[config.mk]
export PLATFORM = sky130hd
export DESIGN_NAME = date_time_offset_adder_core
export DESIGN_NICKNAME = d
export VERILOG_FILES = /design/src/rtl/dtoa_pkg.sv /design/src/rtl/date_time_offset_adder_core.sv /design/src/rtl/dtoa_datapath.sv /design/src/rtl/dtoa_ctrl.sv
export SDC_FILE = /design/constraint.sdc
export NUM_CORES = 1
export LEC_CHECK = 0
export ABC_CLOCK_PERIOD_IN_PS = 9900
export BUFFER_PORTS_ARGS = -buffer_cell sky130_fd_sc_hd__buf_2
export CAP_MARGIN = 20
export CORE_MARGIN = 4
export CORE_UTILIZATION = 32
export DETAILED_ROUTE_END_ITERATION = 8
export HOLD_SLACK_MARGIN = 0.15
export REMOVE_ABC_BUFFERS = 1
export SETUP_SLACK_MARGIN = 0.4
export SLEW_MARGIN = 20
export SYNTH_ARGS = -nofsm -noshare
export SYNTH_HDL_FRONTEND = slang
export SYNTH_HIERARCHICAL = 1
export SYNTH_SLANG_ARGS = --single-unit
[constraint.sdc]
create_clock -name i_clk -period 9.9 [get_ports i_clk]
set_input_delay 0.495 -clock i_clk [delete_from_list [all_inputs] [get_ports i_clk]]
set_output_delay 0.495 -clock i_clk [all_outputs]
set_load 0.05 [all_outputs]
[src/rtl/dtoa_pkg.sv]
// Types and constants shared by the date and time offset adder modules.
package dtoa_pkg;

    // Which quantity the shared divider is working on.
    typedef enum logic [1:0] {
        DIV_YEAR,
        DIV_MIN,
        DIV_HOUR
    } t_div_sel;

    typedef struct packed {
        logic     load;
        logic     div_init;
        logic     div_step;
        logic     div_store;
        t_div_sel div_sel;
        logic     roll_step;
    } t_dp_cmd;

    typedef struct packed {
        logic roll_done;
    } t_dp_sts;

endpackage

[src/rtl/date_time_offset_adder_core.sv]
// Top level of the date and time offset adder: controller plus datapath.
//
// Channel   Signals                           Transfer
// request   start, busy, i_start_*, i_delta_* start high while busy is low
// result    o_valid, o_end_*, o_year_*        o_valid high for one cycle
//
// A request runs three divisions and then the month roll before the result strobe.
// The shared reciprocal divider runs in turn on year mod 400, minutes by 60 and
// hours by 24, each through the init, step and store states; the month roll then
// takes one month per cycle until no month border is left to cross.
// Reset is synchronous and active low; it returns the controller to idle.
// The result is never stalled; a new request may be accepted in the strobe cycle.
module date_time_offset_adder_core (
    input  logic               i_clk,
    input  logic               i_rst_n,
    input  logic               start,
    output logic               busy,
    input  logic [13:0]        i_start_year,
    input  logic [3:0]         i_start_month,
    input  logic [4:0]         i_start_day,
    input  logic [4:0]         i_start_hour,
    input  logic [5:0]         i_start_minute,
    input  logic signed [16:0] i_delta_minutes,
    input  logic signed [10:0] i_delta_hours,
    input  logic signed [10:0] i_delta_days,
    output logic               o_valid,
    output logic [13:0]        o_end_year,
    output logic [3:0]         o_end_month,
    output logic [4:0]         o_end_day,
    output logic [4:0]         o_end_hour,
    output logic [5:0]         o_end_minute,
    output logic               o_year_out_of_range
);

    dtoa_pkg::t_dp_cmd s_cmd;
    dtoa_pkg::t_dp_sts s_sts;

    dtoa_ctrl u_ctrl (
        .i_clk   (i_clk),
        .i_rst_n (i_rst_n),
        .start   (start),
        .i_sts   (s_sts),
        .o_cmd   (s_cmd),
        .busy    (busy),
        .o_valid (o_valid)
    );

    dtoa_datapath u_datapath (
        .i_clk               (i_clk),
        .i_cmd               (s_cmd),
        .i_start_year        (i_start_year),
        .i_start_month       (i_start_month),
        .i_start_day         (i_start_day),
        .i_start_hour        (i_start_hour),
        .i_start_minute      (i_start_minute),
        .i_delta_minutes     (i_delta_minutes),
        .i_delta_hours       (i_delta_hours),
        .i_delta_days        (i_delta_days),
        .o_end_year          (o_end_year),
        .o_end_month         (o_end_month),
        .o_end_day           (o_end_day),
        .o_end_hour          (o_end_hour),
        .o_end_minute        (o_end_minute),
        .o_year_out_of_range (o_year_out_of_range),
        .o_sts               (s_sts)
    );

endmodule

[src/rtl/dtoa_datapath.sv]
// Datapath: input capture, shared reciprocal divider and the month roll unit.
module dtoa_datapath (
    input  logic               i_clk,
    input  dtoa_pkg::t_dp_cmd  i_cmd,
    input  logic [13:0]        i_start_year,
    input  logic [3:0]         i_start_month,
    input  logic [4:0]         i_start_day,
    input  logic [4:0]         i_start_hour,
    input  logic [5:0]         i_start_minute,
    input  logic signed [16:0] i_delta_minutes,
    input  logic signed [10:0] i_delta_hours,
    input  logic signed [10:0] i_delta_days,
    output logic [13:0]        o_end_year,
    output logic [3:0]         o_end_month,
    output logic [4:0]         o_end_day,
    output logic [4:0]         o_end_hour,
    output logic [5:0]         o_end_minute,
    output logic               o_year_out_of_range,
    output dtoa_pkg::t_dp_sts  o_sts
);

    // Biases make the dividends positive: 60 * 1093 and 24 * 89.
    localparam logic signed [18:0] MIN_OFFSET  = 19'sd65580;
    localparam logic signed [13:0] HOUR_OFFSET = 14'sd2136;
    localparam logic [11:0]        MIN_BIAS    = 12'd1093;
    localparam logic [11:0]        HOUR_BIAS   = 12'd89;
    localparam logic [8:0]         DVS_YEAR    = 9'd400;
    localparam logic [8:0]         DVS_MIN     = 9'd60;
    localparam logic [8:0]         DVS_HOUR    = 9'd24;
    // Reciprocals scaled by 2^23, 2^24 and 2^18, rounded up.
    localparam logic [18:0]        RECIP_YEAR  = 19'd20972;
    localparam logic [18:0]        RECIP_MIN   = 19'd279621;
    localparam logic [18:0]        RECIP_HOUR  = 19'd10923;

    logic signed [15:0] r_year;
    logic [3:0]         r_month;
    logic signed [11:0] r_day;
    logic [4:0]         r_hour;
    logic [5:0]         r_minute;
    logic signed [16:0] r_dmin;
    logic signed [10:0] r_dhour;
    logic signed [10:0] r_dday;
    logic signed [11:0] r_carry;
    logic [8:0]         r_m400;

    logic [17:0]        r_dvd;
    logic [11:0]        r_quo;

    logic [18:0]        s_recip;
    logic [36:0]        s_prod;
    logic [11:0]        s_quo;
    logic [17:0]        s_qd;
    logic [8:0]         s_rem;
    logic signed [18:0] s_min_sum;
    logic signed [13:0] s_hour_sum;

    logic [4:0]         s_len_cur;
    logic [4:0]         s_len_prev;
    logic [3:0]         s_prev_month;
    logic [8:0]         s_prev_m400;
    logic               s_fwd;
    logic               s_bwd;

    function automatic logic leap_of(input logic [8:0] m400);
        return (m400[1:0] == 2'd0) && (m400 != 9'd100) && (m400 != 9'd200)
            && (m400 != 9'd300);
    endfunction

    function automatic logic [4:0] month_len(input logic [3:0] month, input logic leap);
        logic [4:0] len;
        case (month) inside
            4'd4, 4'd6, 4'd9, 4'd11: len = 5'd30;
            4'd2:                    len = leap ? 5'd29 : 5'd28;
            default:                 len = 5'd31;
        endcase
        return len;
    endfunction

    // The quotient comes from a multiply by the scaled reciprocal, which is exact over
    // the dividend range of each quantity; the remainder follows in the next cycle.
    always_comb begin
        case (i_cmd.div_sel)
            dtoa_pkg::DIV_YEAR: s_recip = RECIP_YEAR;
            dtoa_pkg::DIV_MIN:  s_recip = RECIP_MIN;
            dtoa_pkg::DIV_HOUR: s_recip = RECIP_HOUR;
            default:            s_recip = '0;
        endcase
        s_prod = {19'd0, r_dvd} * {18'd0, s_recip};
        case (i_cmd.div_sel)
            dtoa_pkg::DIV_YEAR: begin
                s_quo = s_prod[34:23];
                s_qd  = {6'd0, r_quo} * {9'd0, DVS_YEAR};
            end
            dtoa_pkg::DIV_MIN: begin
                s_quo = s_prod[35:24];
                s_qd  = {6'd0, r_quo} * {9'd0, DVS_MIN};
            end
            dtoa_pkg::DIV_HOUR: begin
                s_quo = s_prod[29:18];
                s_qd  = {6'd0, r_quo} * {9'd0, DVS_HOUR};
            end
            default: begin
                s_quo = '0;
                s_qd  = '0;
            end
        endcase
        s_rem = 9'(r_dvd - s_qd);
    end

    always_comb begin
        s_min_sum  = $signed({13'd0, r_minute}) + 19'(r_dmin) + MIN_OFFSET;
        s_hour_sum = $signed({9'd0, r_hour}) + 14'(r_carry) + 14'(r_dhour) + HOUR_OFFSET;
    end

    // Month roll: forward when the day passes the month end, backward below day 1.
    always_comb begin
        s_len_cur    = month_len(r_month, leap_of(r_m400));
        s_prev_month = (r_month == 4'd1) ? 4'd12 : 4'(r_month - 4'd1);
        if (r_month == 4'd1) begin
            s_prev_m400 = (r_m400 == 9'd0) ? 9'd399 : 9'(r_m400 - 9'd1);
        end else begin
            s_prev_m400 = r_m400;
        end
        s_len_prev = month_len(s_prev_month, leap_of(s_prev_m400));
        s_fwd      = r_day > $signed({7'd0, s_len_cur});
        s_bwd      = r_day < 12'sd1;
    end

    always_ff @(posedge i_clk) begin
        if (i_cmd.load) begin
            r_year   <= $signed({2'b00, i_start_year});
            if (i_start_month == 4'd0) begin
                r_month <= 4'd1;
            end else if (i_start_month > 4'd12) begin
                r_month <= 4'd12;
            end else begin
                r_month <= i_start_month;
            end
            r_day    <= $signed({7'd0, i_start_day});
            r_hour   <= i_start_hour;
            r_minute <= i_start_minute;
            r_dmin   <= i_delta_minutes;
            r_dhour  <= i_delta_hours;
            r_dday   <= i_delta_days;
        end

        if (i_cmd.div_init) begin
            case (i_cmd.div_sel)
                dtoa_pkg::DIV_YEAR: begin
                    r_dvd <= {4'd0, r_year[13:0]};
                end
                dtoa_pkg::DIV_MIN: begin
                    r_dvd <= s_min_sum[17:0];
                end
                dtoa_pkg::DIV_HOUR: begin
                    r_dvd <= {4'd0, s_hour_sum};
                end
                default: begin
                    r_dvd <= '0;
                end
            endcase
        end

        if (i_cmd.div_step) begin
            r_quo <= s_quo;
        end

        if (i_cmd.div_store) begin
            case (i_cmd.div_sel)
                dtoa_pkg::DIV_YEAR: begin
                    r_m400 <= s_rem;
                end
                dtoa_pkg::DIV_MIN: begin
                    r_minute <= s_rem[5:0];
                    r_carry  <= $signed(r_quo - MIN_BIAS);
                end
                dtoa_pkg::DIV_HOUR: begin
                    r_hour <= s_rem[4:0];
                    r_day  <= r_day + $signed(r_quo - HOUR_BIAS) + 12'(r_dday);
                end
                default: begin
                    r_m400 <= r_m400;
                end
            endcase
        end

        if (i_cmd.roll_step) begin
            if (s_fwd) begin
                r_day <= r_day - $signed({7'd0, s_len_cur});
                if (r_month == 4'd12) begin
                    r_month <= 4'd1;
                    r_year  <= r_year + 16'sd1;
                    r_m400  <= (r_m400 == 9'd399) ? 9'd0 : 9'(r_m400 + 9'd1);
                end else begin
                    r_month <= 4'(r_month + 4'd1);
                end
            end else if (s_bwd) begin
                r_day   <= r_day + $signed({7'd0, s_len_prev});
                r_month <= s_prev_month;
                r_m400  <= s_prev_m400;
                if (r_month == 4'd1) begin
                    r_year <= r_year - 16'sd1;
                end
            end
        end
    end

    assign o_sts.roll_done     = !s_fwd && !s_bwd;
    assign o_end_year          = r_year[13:0];
    assign o_end_month         = r_month;
    assign o_end_day           = r_day[4:0];
    assign o_end_hour          = r_hour;
    assign o_end_minute        = r_minute;
    assign o_year_out_of_range = r_year[15] | r_year[14];

endmodule

[src/rtl/dtoa_ctrl.sv]
// Controller: sequences the three divisions and the month roll of one request.
module dtoa_ctrl (
    input  logic              i_clk,
    input  logic              i_rst_n,
    input  logic              start,
    input  dtoa_pkg::t_dp_sts i_sts,
    output dtoa_pkg::t_dp_cmd o_cmd,
    output logic              busy,
    output logic              o_valid
);

    typedef enum logic [2:0] {
        S_IDLE,
        S_INIT,
        S_STEP,
        S_STORE,
        S_ROLL
    } t_state;

    t_state                                r_state;
    dtoa_pkg::t_div_sel                    r_sel;
    logic                                  r_busy;
    logic                                  r_valid;

    always_comb begin
        o_cmd.load      = start && !r_busy;
        o_cmd.div_init  = r_state == S_INIT;
        o_cmd.div_step  = r_state == S_STEP;
        o_cmd.div_store = r_state == S_STORE;
        o_cmd.div_sel   = r_sel;
        o_cmd.roll_step = r_state == S_ROLL;
    end

    always_ff @(posedge i_clk) begin
        if (!i_rst_n) begin
            r_state <= S_IDLE;
            r_sel   <= dtoa_pkg::DIV_YEAR;
            r_busy  <= 1'b0;
            r_valid <= 1'b0;
        end else begin
            r_valid <= 1'b0;
            case (r_state)
                S_IDLE: begin
                    if (start) begin
                        r_state <= S_INIT;
                        r_sel   <= dtoa_pkg::DIV_YEAR;
                        r_busy  <= 1'b1;
                    end
                end
                S_INIT: begin
                    r_state <= S_STEP;
                end
                S_STEP: begin
                    r_state <= S_STORE;
                end
                S_STORE: begin
                    case (r_sel)
                        dtoa_pkg::DIV_YEAR: begin
                            r_sel   <= dtoa_pkg::DIV_MIN;
                            r_state <= S_INIT;
                        end
                        dtoa_pkg::DIV_MIN: begin
                            r_sel   <= dtoa_pkg::DIV_HOUR;
                            r_state <= S_INIT;
                        end
                        default: begin
                            r_state <= S_ROLL;
                        end
                    endcase
                end
                S_ROLL: begin
                    if (i_sts.roll_done) begin
                        r_state <= S_IDLE;
                        r_busy  <= 1'b0;
                        r_valid <= 1'b1;
                    end
                end
                default: begin
                    r_state <= S_IDLE;
                    r_busy  <= 1'b0;
                end
            endcase
        end
    end

    assign busy    = r_busy;
    assign o_valid = r_valid;

endmodule

==> results of run 1 <==
==> cell families (layout without fill, tap and decap cells) <==
| logic type | after synthesis | in the layout | synth area share (%) |
|---|---|---|---|
| multiplexers | 30 | 30 | 1.57 |
| buffers and inverters | 529 | 596 | 11.0 |
| flip-flops | 140 | 140 | 18.9 |
| XOR/XNOR | 105 | 105 | 4.82 |
| AND/OR/NAND/NOR | 457 | 457 | 11.9 |
| adder cells (fa/ha/maj) | 465 | 465 | 39.4 |
| AO/OA/AOI/OAI | 360 | 360 | 12.4 |
==> final timing paths <==
kind,slack [ns],from,end,depth (start not counted)
worst min-delay path,0.22,i_delta_minutes[1],u_datapath/r_dmin[1],1
worst max register to register,1.0,u_ctrl/r_sel[0],u_datapath/r_quo[8],27
worst max-delay path,1.0,u_ctrl/r_sel[0],u_datapath/r_quo[8],27
worst min register to register,0.56,u_datapath/r_year[15],u_datapath/r_year[15],1
==> registers in the layout, indices dropped and copies added (netlist names) <==
signal,cells
u_ctrl/busy,1
u_ctrl/o_valid,1
u_ctrl/r_sel,2
u_ctrl/r_state,3
u_datapath/o_end_hour,5
u_datapath/o_end_minute,6
u_datapath/o_end_month,4
u_datapath/r_carry,12
u_datapath/r_day,12
u_datapath/r_dday,11
u_datapath/r_dhour,11
u_datapath/r_dmin,17
u_datapath/r_dvd,18
u_datapath/r_m400,9
u_datapath/r_quo,12
u_datapath/r_year,16
==> synthesized netlist by cell type, drive strengths merged (31+ instances only) <==
cell type,n,area (µm²)
a21oi,80,400
nand3,39,195
clkbuf,54,203
edfxtp,81,2430
fa,228,4560
nor2,82,310
xnor2,74,648
ha,237,2970
and2,42,263
inv,439,1650
o21ai,93,465
nand2,156,591
xor2,31,272
buf,36,244
dfxtp,59,1180
==> critical path: stages, from the launching register on <==
cell      delay (ns)
dfxtp_1         0.46
inv_1           0.51
ha_1            0.55
nand2b_1        0.26
nand2_1         0.41
nand2_1         0.18
xnor2_1         0.22
ha_1            0.23
or2_2           0.31
fa_1            0.55
inv_1           0.05
fa_1            0.47
inv_1           0.05
fa_1            0.50
fa_1            0.54
inv_1           0.05
fa_1            0.53
inv_1           0.04
ha_1            0.29
nand3_1         0.10
or3_1           0.46
o221ai_1        0.44
nor2_1          0.18
o221ai_1        0.35
a41oi_1         0.20
nor2b_1         0.19
xnor2_1         0.14
a221o_1         0.36
==> per-stage QoR <==
step	hold WS, ns	instance area [µm²]	std cells	setup slack [ns]
after CTS	0.197	20900	2926	0.959
final	0.223	20900	2926	0.999
after detailed placement	0.542	20300	2894	1.01
after global routing	0.196	20900	2926	0.524
after floorplan	0.510	18600	1996	1.98
after global placement	0.538	20300	2894	1.16
==> final cells by class <==
class,instances,share of cell area [%]
Clock buffer,18,2.05
Clock inverter,14,0.761
Inverter,439,7.89
Multi-Input combinational cell,1417,64.2
Sequential cell,140,17.3
Tap cell,773,4.63
Timing Repair Buffer,125,3.15
==> routing by layer <==
layer  routed length, µm  vias to the layer above
met5                   0                        -
met2               26200                      430
met4                1740                        0
li1                    -                     6972
met1               23200                     7264
met3                2830                       87
==> summary.txt, run 1 <==
Setup path
  • Worst EP required: 10.09 ns
  • Crit. End Element: register
  • Data arrival, critical path: 9.09 ns
  • Crit-path max FO: 15
  • Setup crit start kind: register
  • Crit path kind: register to register

GRT
  • GR Util met2: approximately 29%
  • Vias in the first global route: 15644
  • GR Util met1: 22.5%
  • GRT Total Usage: approximately 17%
  • Met3 Track Usage GR: 2.17%
  • Initial antenna violation count: 0
  • Global route hottest layer: met2
  • Largest net degree at the start of global routing: 70
  • First-pass GRT wire length: 86.4 mm
  • GR Overflow Total: 0

CTS
  • Clock-pin slew on the worst setup and hold paths: around 0.070 ns
  • Post-CTS Setup Inserts: 0
  • # clock sinks: 140
  • Clock Tree Buf Depth: 2
  • H-tree Lvls: 4
  • Hold-fix buffers, CTS: 0
  • Clk root buf: clkbuf_16
  • CTS Buf Count: 17
  • Post_cts resized: 0
  • Worst-Skew Late Latency: 0.45 ns
  • CTS tree: done

Synthesis
  • Distinct cells, synth: 79
  • Synth Instances: 2086
  • Asr flop ratio synth: 0%
  • Cell area after synthesis: 19100 µm²
  • Top_reg_cell synth: edfxtp_1
  • EDFF count, synth: 81
  • Synth warnings: 6
  • #FFs+latches synth: between 100 and 150
  • Avg Inst Size Synth: 9.15 µm²
  • Part of the Yosys area used for sequential elements: 18.9%

Final layout
  • P&R area growth vs syn: 9.38%
  • Post-layout util: 35.4%
  • Reg area: 3610 µm²
  • Commonest non-fill, non-tap cell in the layout: inv_1
  • Final nets: 2681
  • Layout cells sized above 1: 8.73%
  • # diodes: 0
  • Most frequent cells in the layout: inv_1 (438), ha_1 (237), fa_1 (228), nand2_1 (154), buf_2 (112)
  • Fill count: roughly 6100
  • Area of the multi-input gates: 13400 µm²

Timing
  • Period utilization: around nine tenths
  • Hold Vio Cnt, Final: 0
  • Final worst path period need: 8.90 ns
  • Slew Viols, Final: 0
  • Setup TNS: 0 ns
  • Setup Skew: between 0.01 and 0.015 ns
  • RSZ-0062 raised after global routing: no
  • Worst-Margin Slew: roughly 1.0 ns
  • Final setup fails: 0
  • Worst slew margin: a little under a third
  • FMAX: between 100 and 150 MHz

Route
  • ANT nets after route: 0
  • DR vias: 14753
  • Initial DRC count: 1159
  • First drt pass iteration count: 6
  • Avg WL per Cell: around 18 µm
  • Via density: 5.04
  • DRC errors left: 0
  • Final WL: ~54 mm

Die
  • Die width: around 250 µm
  • Io pins: 113
  • DIE AREA: 63600 µm²
  • Die Span Y: 252 µm
  • Site Rows: 89
  • Core Box Area: 59000 µm²
  • Initial cell density of the core: 32.4%

Place
  • Gpl congestion: 0.932
  • Post-DP HPWL: 44.9 mm
  • PortBufs: between 100 and 150

Hold path
  • Worst Hold Class: primary input to register

Run
  • Max_cap viols: 0

Status
  • Outcome: complete, no violations
Power of run 1 is not shown: default switching activity piles up to over one toggle a cycle in this logic, so the estimate is an artifact.
==> inputs of run 2 (changes only) <==
Settings changed: ABC_AREA from default to 1, ABC_CLOCK_PERIOD_IN_PS 9900 to 7900.
Clock period 9.9 ns to 7.9 ns, I/O delays scaled along.
==> summary.txt, run 2 <==
Status
  • Outcome: complete, no violations

Timing
  • Worst slew margin: 38.3% (+8.0 points)
  • Slew Viols, Final: 0 (unchanged)
  • Final setup fails: 0 (unchanged)
  • Hold Vio Cnt, Final: 0 (unchanged)
  • RSZ-0062 raised after global routing: yes
  • Period utilization: 91.4% (+1.5 points)
  • Final worst path period need: 7.22 ns (-1.68 ns)
  • Setup TNS: 0 ns (unchanged)
  • FMAX: 139 MHz (+23%)
  • Setup Skew: 0.00917 ns (-0.00477 ns)
  • Worst-Margin Slew: 0.923 ns (-0.118 ns)

Final layout
  • Biggest register: u_datapath/r_dvd
  • Fill count: 6871 (+13%)
  • Max reg flops: 18 (unchanged)
  • Final nets: 3328 (+24%)
  • P&R area growth vs syn: 11.3%
  • Layout cells sized above 1: 8.50% (-0.23 points)
  • # diodes: 0 (unchanged)
  • Most frequent cells in the layout: inv_1 (626), nand2_1 (472), ha_1 (237), fa_1 (228), nor2_1 (187)
  • Largest regs: u_datapath/r_dvd (18), u_datapath/r_dmin (17), u_datapath/r_year (16)
  • Commonest non-fill, non-tap cell in the layout: inv_1

Die
  • Initial cell density of the core: 32.3% (-0.088 points)
  • DIE AREA: 68900 µm² (+8.3%)
  • Site Rows: 93 (+4.5%)
  • Core Box Area: 64200 µm² (+8.8%)
  • Die Span Y: 262 µm (+4.0%)
  • Io pins: 113 (unchanged)
  • Die width: 262 µm (+4.0%)

Place
  • PortBufs: 112 (unchanged)
  • Post-DP HPWL: 52.7 mm (+17%)
  • Gpl congestion: 0.969 (+4.0%)

Synthesis
  • Avg Inst Size Synth: 7.75 µm² (-15%)
  • Share of the synthesized area in the top cell type: 22.0% (-1.9 points)
  • #FFs+latches synth: 140 (unchanged)
  • Cell area after synthesis: 20700 µm² (+8.5%)
  • EDFF count, synth: 81 (unchanged)
  • Post-synth top area cell: fa_1
  • Largest cells by area after synthesis: fa_1 (22%), ha_1 (14%), edfxtp_1 (12%), inv_1 (11%), nand2_1 (8.5%)
  • Synth Instances: 2674 (+28%)
  • Synth warnings: 6 (unchanged)
  • Top_reg_cell synth: edfxtp_1
  • Post-synth top cells: inv_1 (626), nand2_1 (472), ha_1 (237)
  • Distinct cells, synth: 65 (-18%)
  • Part of the Yosys area used for sequential elements: 17.4% (-1.5 points)
  • Most common cell in the synthesized netlist: inv_1
  • Asr flop ratio synth: 0% (unchanged)

Setup path
  • Data arrival, critical path: 7.40 ns (-1.69 ns)
  • Setup crit start kind: register
  • Worst path most repeated cell: inv_1
  • Crit-path max cell delay: 0.56 ns (about the same)
  • Crit-path max FO: 17 (+2)
  • Crit path kind: register to register
  • CP max stage cell: fa_1
  • Worst EP required: 8.08 ns (-2.01 ns)
  • Crit. End Element: register

GRT
  • Initial antenna violation count: 1 (+1)
  • GRT Total Usage: 18.1% (+1.0 points)
  • First-pass GRT wire length: 99.7 mm (+15%)
  • Vias in the first global route: 17847 (+14%)
  • GR Overflow Total: 0 (unchanged)
  • Largest net degree at the start of global routing: 66 (-5.7%)

CTS
  • Post-CTS Setup Inserts: 0 (unchanged)
  • CTS Buf Count: 17 (unchanged)
  • # clock sinks: 140 (unchanged)
  • Clk root buf: clkbuf_16
  • H-tree Lvls: 4 (unchanged)
  • Worst-Skew Late Latency: 0.45 ns (about the same)
  • Clock Tree Buf Depth: 2 (unchanged)
  • CTS tree: done
  • Clock-pin slew on the worst setup and hold paths: 0.06 ns (about the same)

Route
  • Via density: 4.83 (-4.2%)
  • ANT nets after route: 0 (unchanged)
  • Initial DRC count: 1173 (+1.2%)
  • DR vias: 17656 (+20%)
  • First drt pass iteration count: 6 (unchanged)
  • DRC errors left: 0 (unchanged)
  • Final WL: 62.7 mm (+16%)
  • Avg WL per Cell: 17.1 µm (-7.0%)

Hold path
  • Worst Hold Class: primary input to register

Run
  • Max_cap viols: 0 (unchanged)
-- run 2: cell types whose count changed after synthesis, sizes merged, moves of 22 or more --
cell and change:
a21oi +27, a22oi -27, and2 -41, clkbuf -26, inv +202, mux2i -30
nand2 +331, nand3 +115, nor2 +120, nor2b -27, o21ai +65, xnor2 -55
xor2 +22
-- run 2: final timing paths --
path                 startpoint              endpoint  slack, ns  depth (start not counted)
min reg2reg   u_ctrl/r_state[2]           u_ctrl/busy       0.52                          3
max             u_ctrl/r_sel[0]   u_datapath/r_quo[3]       0.68                         31
max reg2reg     u_ctrl/r_sel[0]   u_datapath/r_quo[3]       0.68                         31
min          i_delta_minutes[5]  u_datapath/r_dmin[5]       0.19                          1
-- run 2: cell families after synthesis --
| kind of cell | after synthesis | synth area share, % |
|---|---|---|
| compound gates | 366 | 10.2 |
| fa+ha+maj | 465 | 36.3 |
| flops | 140 | 17.4 |
| simple gates | 916 | 19.4 |
| buf+inv | 715 | 13.6 |
| xor+xnor | 72 | 3.04 |
-- run 2: metrics by stage --
step	hold slack (ns)	setup WS, ns	area (µm²)	utilization [%]	instances
6_report	0.190	0.680	23100	35.9	3655
5_1_grt	0.165	0.350	23100	35.9	3655
2_1_floorplan	0.486	0.175	20300	-	2604
3_5_place_dp	0.505	0.391	22100	34.4	3587
4_1_cts	0.154	0.470	23100	35.9	3655
3_3_place_gp	0.501	0.370	22100	34.4	3587
-- run 2: area by class of cell --
cell class	instances	area (µm²)	share of cell area, %
clock buffer	20	479	2.08
inverter	645	2420	10.5
sequential	140	3610	15.7
tap	855	1070	4.64
multi-input combinational	1819	14300	62.1
clock inverter	12	120	0.520
timing repair buffer	164	1040	4.53
-- run 2: worst max-delay path, delay by kind of cell, from the launching register on --
kind	cells	cell delay, ns
DFF	1	0.34
AOI/OAI and AO/OA	2	0.27
buffers and inverters	11	1.14
and+or+nand+nor	10	1.59
adders and majority gates	8	3.62
-- run 2: repair_timing --
| item | 4_1_cts | 5_1_grt |
|---|---|---|
| endpoints found under the setup margin | 1 | 5 |
| resized for setup | 1 | 6 |
| hold buffers | 36 | 0 |
| hold endpoints to repair | 36 | 0 |
-- run 2: layer usage --
| layer | up-vias | routed length [µm] | GRT usage, % |
|---|---|---|---|
| met5 | - | 13 | 0 |
| met4 | 2 | 1270 | 4.59 |
| met3 | 67 | 3420 | 1.99 |
| met2 | 526 | 31100 | 32.3 |
| met1 | 8438 | 26800 | 23.5 |
| li1 | 8623 | - | - |
Power of run 2 is left out for the same reason.
==> inputs of run 3 (changes only) <==
Settings changed: ABC_CLOCK_PERIOD_IN_PS 7900 to 7680.
Clock period 7.9 ns to 7.68 ns, I/O delays scaled along.
==> summary.txt, run 3 (synthesis gave the netlist of run 2 again) <==
Setup path
  • Crit. End Element: register
  • Crit path kind: register to register
  • Crit-path max FO: 18 (+1)
  • Setup crit start kind: register
  • Crit-path max cell delay: 0.56 ns (about the same)
  • Data arrival, critical path: 7.07 ns (-0.33 ns)
  • Reg2Reg Depth: 31 (unchanged)
  • CP max stage cell: fa_1
  • Worst EP required: 7.87 ns (-0.21 ns)
  • Worst path most repeated cell: inv_1

CTS
  • H-tree Lvls: 4 (unchanged)
  • # clock sinks: 140 (unchanged)
  • Worst-Skew Late Latency: 0.45 ns (about the same)
  • Clock Tree Buf Depth: 2 (unchanged)
  • CTS tree: done
  • CTS Buf Count: 17 (unchanged)
  • Clock-pin slew on the worst setup and hold paths: 0.06 ns (about the same)
  • Clk root buf: clkbuf_16

Timing
  • Worst Hold Slack: 0.180 ns (-0.00950 ns)
  • Worst-Margin Slew: 0.841 ns (-0.0815 ns)
  • Final setup fails: 0 (unchanged)
  • Final setup margin: 0.797 ns (+0.116 ns)
  • RSZ-0062 raised after global routing: no
  • Slew Viols, Final: 0 (unchanged)
  • Hold Vio Cnt, Final: 0 (unchanged)
  • Worst slew margin: 43.9% (+5.6 points)
  • Final worst path period need: 6.88 ns (-0.336 ns)
  • FMAX: 145 MHz (+4.9%)
  • Period utilization: 89.6% (-1.8 points)
  • Setup Skew: 0.00944 ns (+0.000273 ns)

Route
  • ANT nets after route: 0 (unchanged)
  • DR vias: 17458 (-1.1%)
  • Initial DRC count: 1102 (-6.1%)
  • DRC errors left: 0 (unchanged)
  • Final WL: 62.0 mm (-1.0%)
  • Avg WL per Cell: 17.0 µm (-1.1%)
  • Via density: 4.77 (-1.2%)
  • First drt pass iteration count: 5 (-1)

Final layout
  • Biggest register: u_datapath/r_dvd
  • Largest regs: u_datapath/r_dvd (18), u_datapath/r_dmin (17), u_datapath/r_year (16)
  • Layout cells sized above 1: 8.63% (+0.13 points)
  • Commonest non-fill, non-tap cell in the layout: inv_1
  • # diodes: 0 (unchanged)
  • Final nets: 3332 (+0.12%)
  • P&R area growth vs syn: 11.6%
  • Most frequent cells in the layout: inv_1 (625), nand2_1 (472), ha_1 (237), fa_1 (228), nor2_1 (185)
  • Design Area, Final: 23100 µm² (+0.22%)
  • Post-layout util: 36.0% (+0.078 points)
  • Max reg flops: 18 (unchanged)

Die
  • Io pins: 113 (unchanged)
  • Die Span Y: 262 µm (unchanged)
  • Core Box Area: 64200 µm² (unchanged)
  • Die width: 262 µm (unchanged)
  • DIE AREA: 68900 µm² (unchanged)
  • Site Rows: 93 (unchanged)
  • Initial cell density of the core: 32.3% (unchanged)

Place
  • Post-DP HPWL: 52.2 mm (-0.82%)
  • Instance area after placement: 22100 µm² (about the same)
  • DP Worst Slack: 0.278 ns (-0.114 ns)
  • PortBufs: 112 (unchanged)
  • Gpl congestion: 0.917 (-5.3%)

GRT
  • Vias in the first global route: 17817 (-0.17%)
  • Initial antenna violation count: 1 (unchanged)
  • GR Overflow Total: 0 (unchanged)
  • Largest net degree at the start of global routing: 67 (+1.5%)
  • First-pass GRT wire length: 98.1 mm (-1.6%)
  • GRT Total Usage: 17.9% (-0.24 points)

Run
  • Max_cap viols: 0 (unchanged)

Status
  • Outcome: complete, no violations

Hold path
  • Hold Path Stages: 1 (unchanged)
  • Worst Hold Class: primary input to register
[run 3: changes by cell type in the layout (fill, tap and decap cells not counted), moves of 2 or more]
cell / delta
inv_8: +3
clkbuf_16: -2
clkinvlp_4: +2
dlygate4sd3_1: +2
nor2_1: -2
nor2_4: +2
o21ai_1: +2
[run 3: final cells by class]
type	count	area, µm²
clock buffers	17	425
fillers	6812	41100
clock inverters	15	174
repair buffers	168	1080
well taps	855	1070
flip-flops and latches	140	3610
multi-input cells	1819	14300
inverters	645	2420
[run 3: what timing repair did]
item / 4_1_cts / 5_1_grt
hold buffers: 38 / 0
setup endpoints to repair: 9 / 12
pin swaps: 0 / 1
cloned: 0 / 0
resized for setup: 1 / 12
buffers inserted: 0 / 1
endpoints found under the hold margin: 38 / 0
[run 3: path summary, 6_finish.rpt]
| check | slack (ns) | to | start |
|---|---|---|---|
| setup reg to reg | 0.80 | u_datapath/r_quo[1] | u_ctrl/r_sel[1] |
| setup / recovery | 0.80 | u_datapath/r_quo[1] | u_ctrl/r_sel[1] |
| hold / removal | 0.18 | u_datapath/r_dmin[4] | i_delta_minutes[4] |
| hold reg to reg | 0.51 | u_ctrl/busy | u_ctrl/r_state[2] |
[run 3: critical path, delay by kind of cell, from the launching register on]
family | cells | cell delay (ns)
buffers and inverters | 9 | 0.98
adder cells (fa/ha/maj) | 8 | 3.32
XOR/XNOR | 1 | 0.19
flip-flops | 1 | 0.36
AND/OR/NAND/NOR | 12 | 1.67
AO/OA/AOI/OAI | 1 | 0.09
[run 3: through the flow]
step	instances	setup TNS, ns
6_report	3659	0
3_5_place_dp	3588	0
5_1_grt	3659	0
3_3_place_gp	3588	0
4_1_cts	3658	0
2_1_floorplan	2604	-0.0943
[run 3: routing by layer]
layer  part of all wire [%]  GRT usage (%)  up-vias
li1                       -              -     8636
met1                     43           22.9     8284
met2                     50           31.7      459
met3                    4.9           2.36       77
met4                    2.0           4.70        2
met5                  0.021              0        -
Power of run 3 is left out for the same reason.
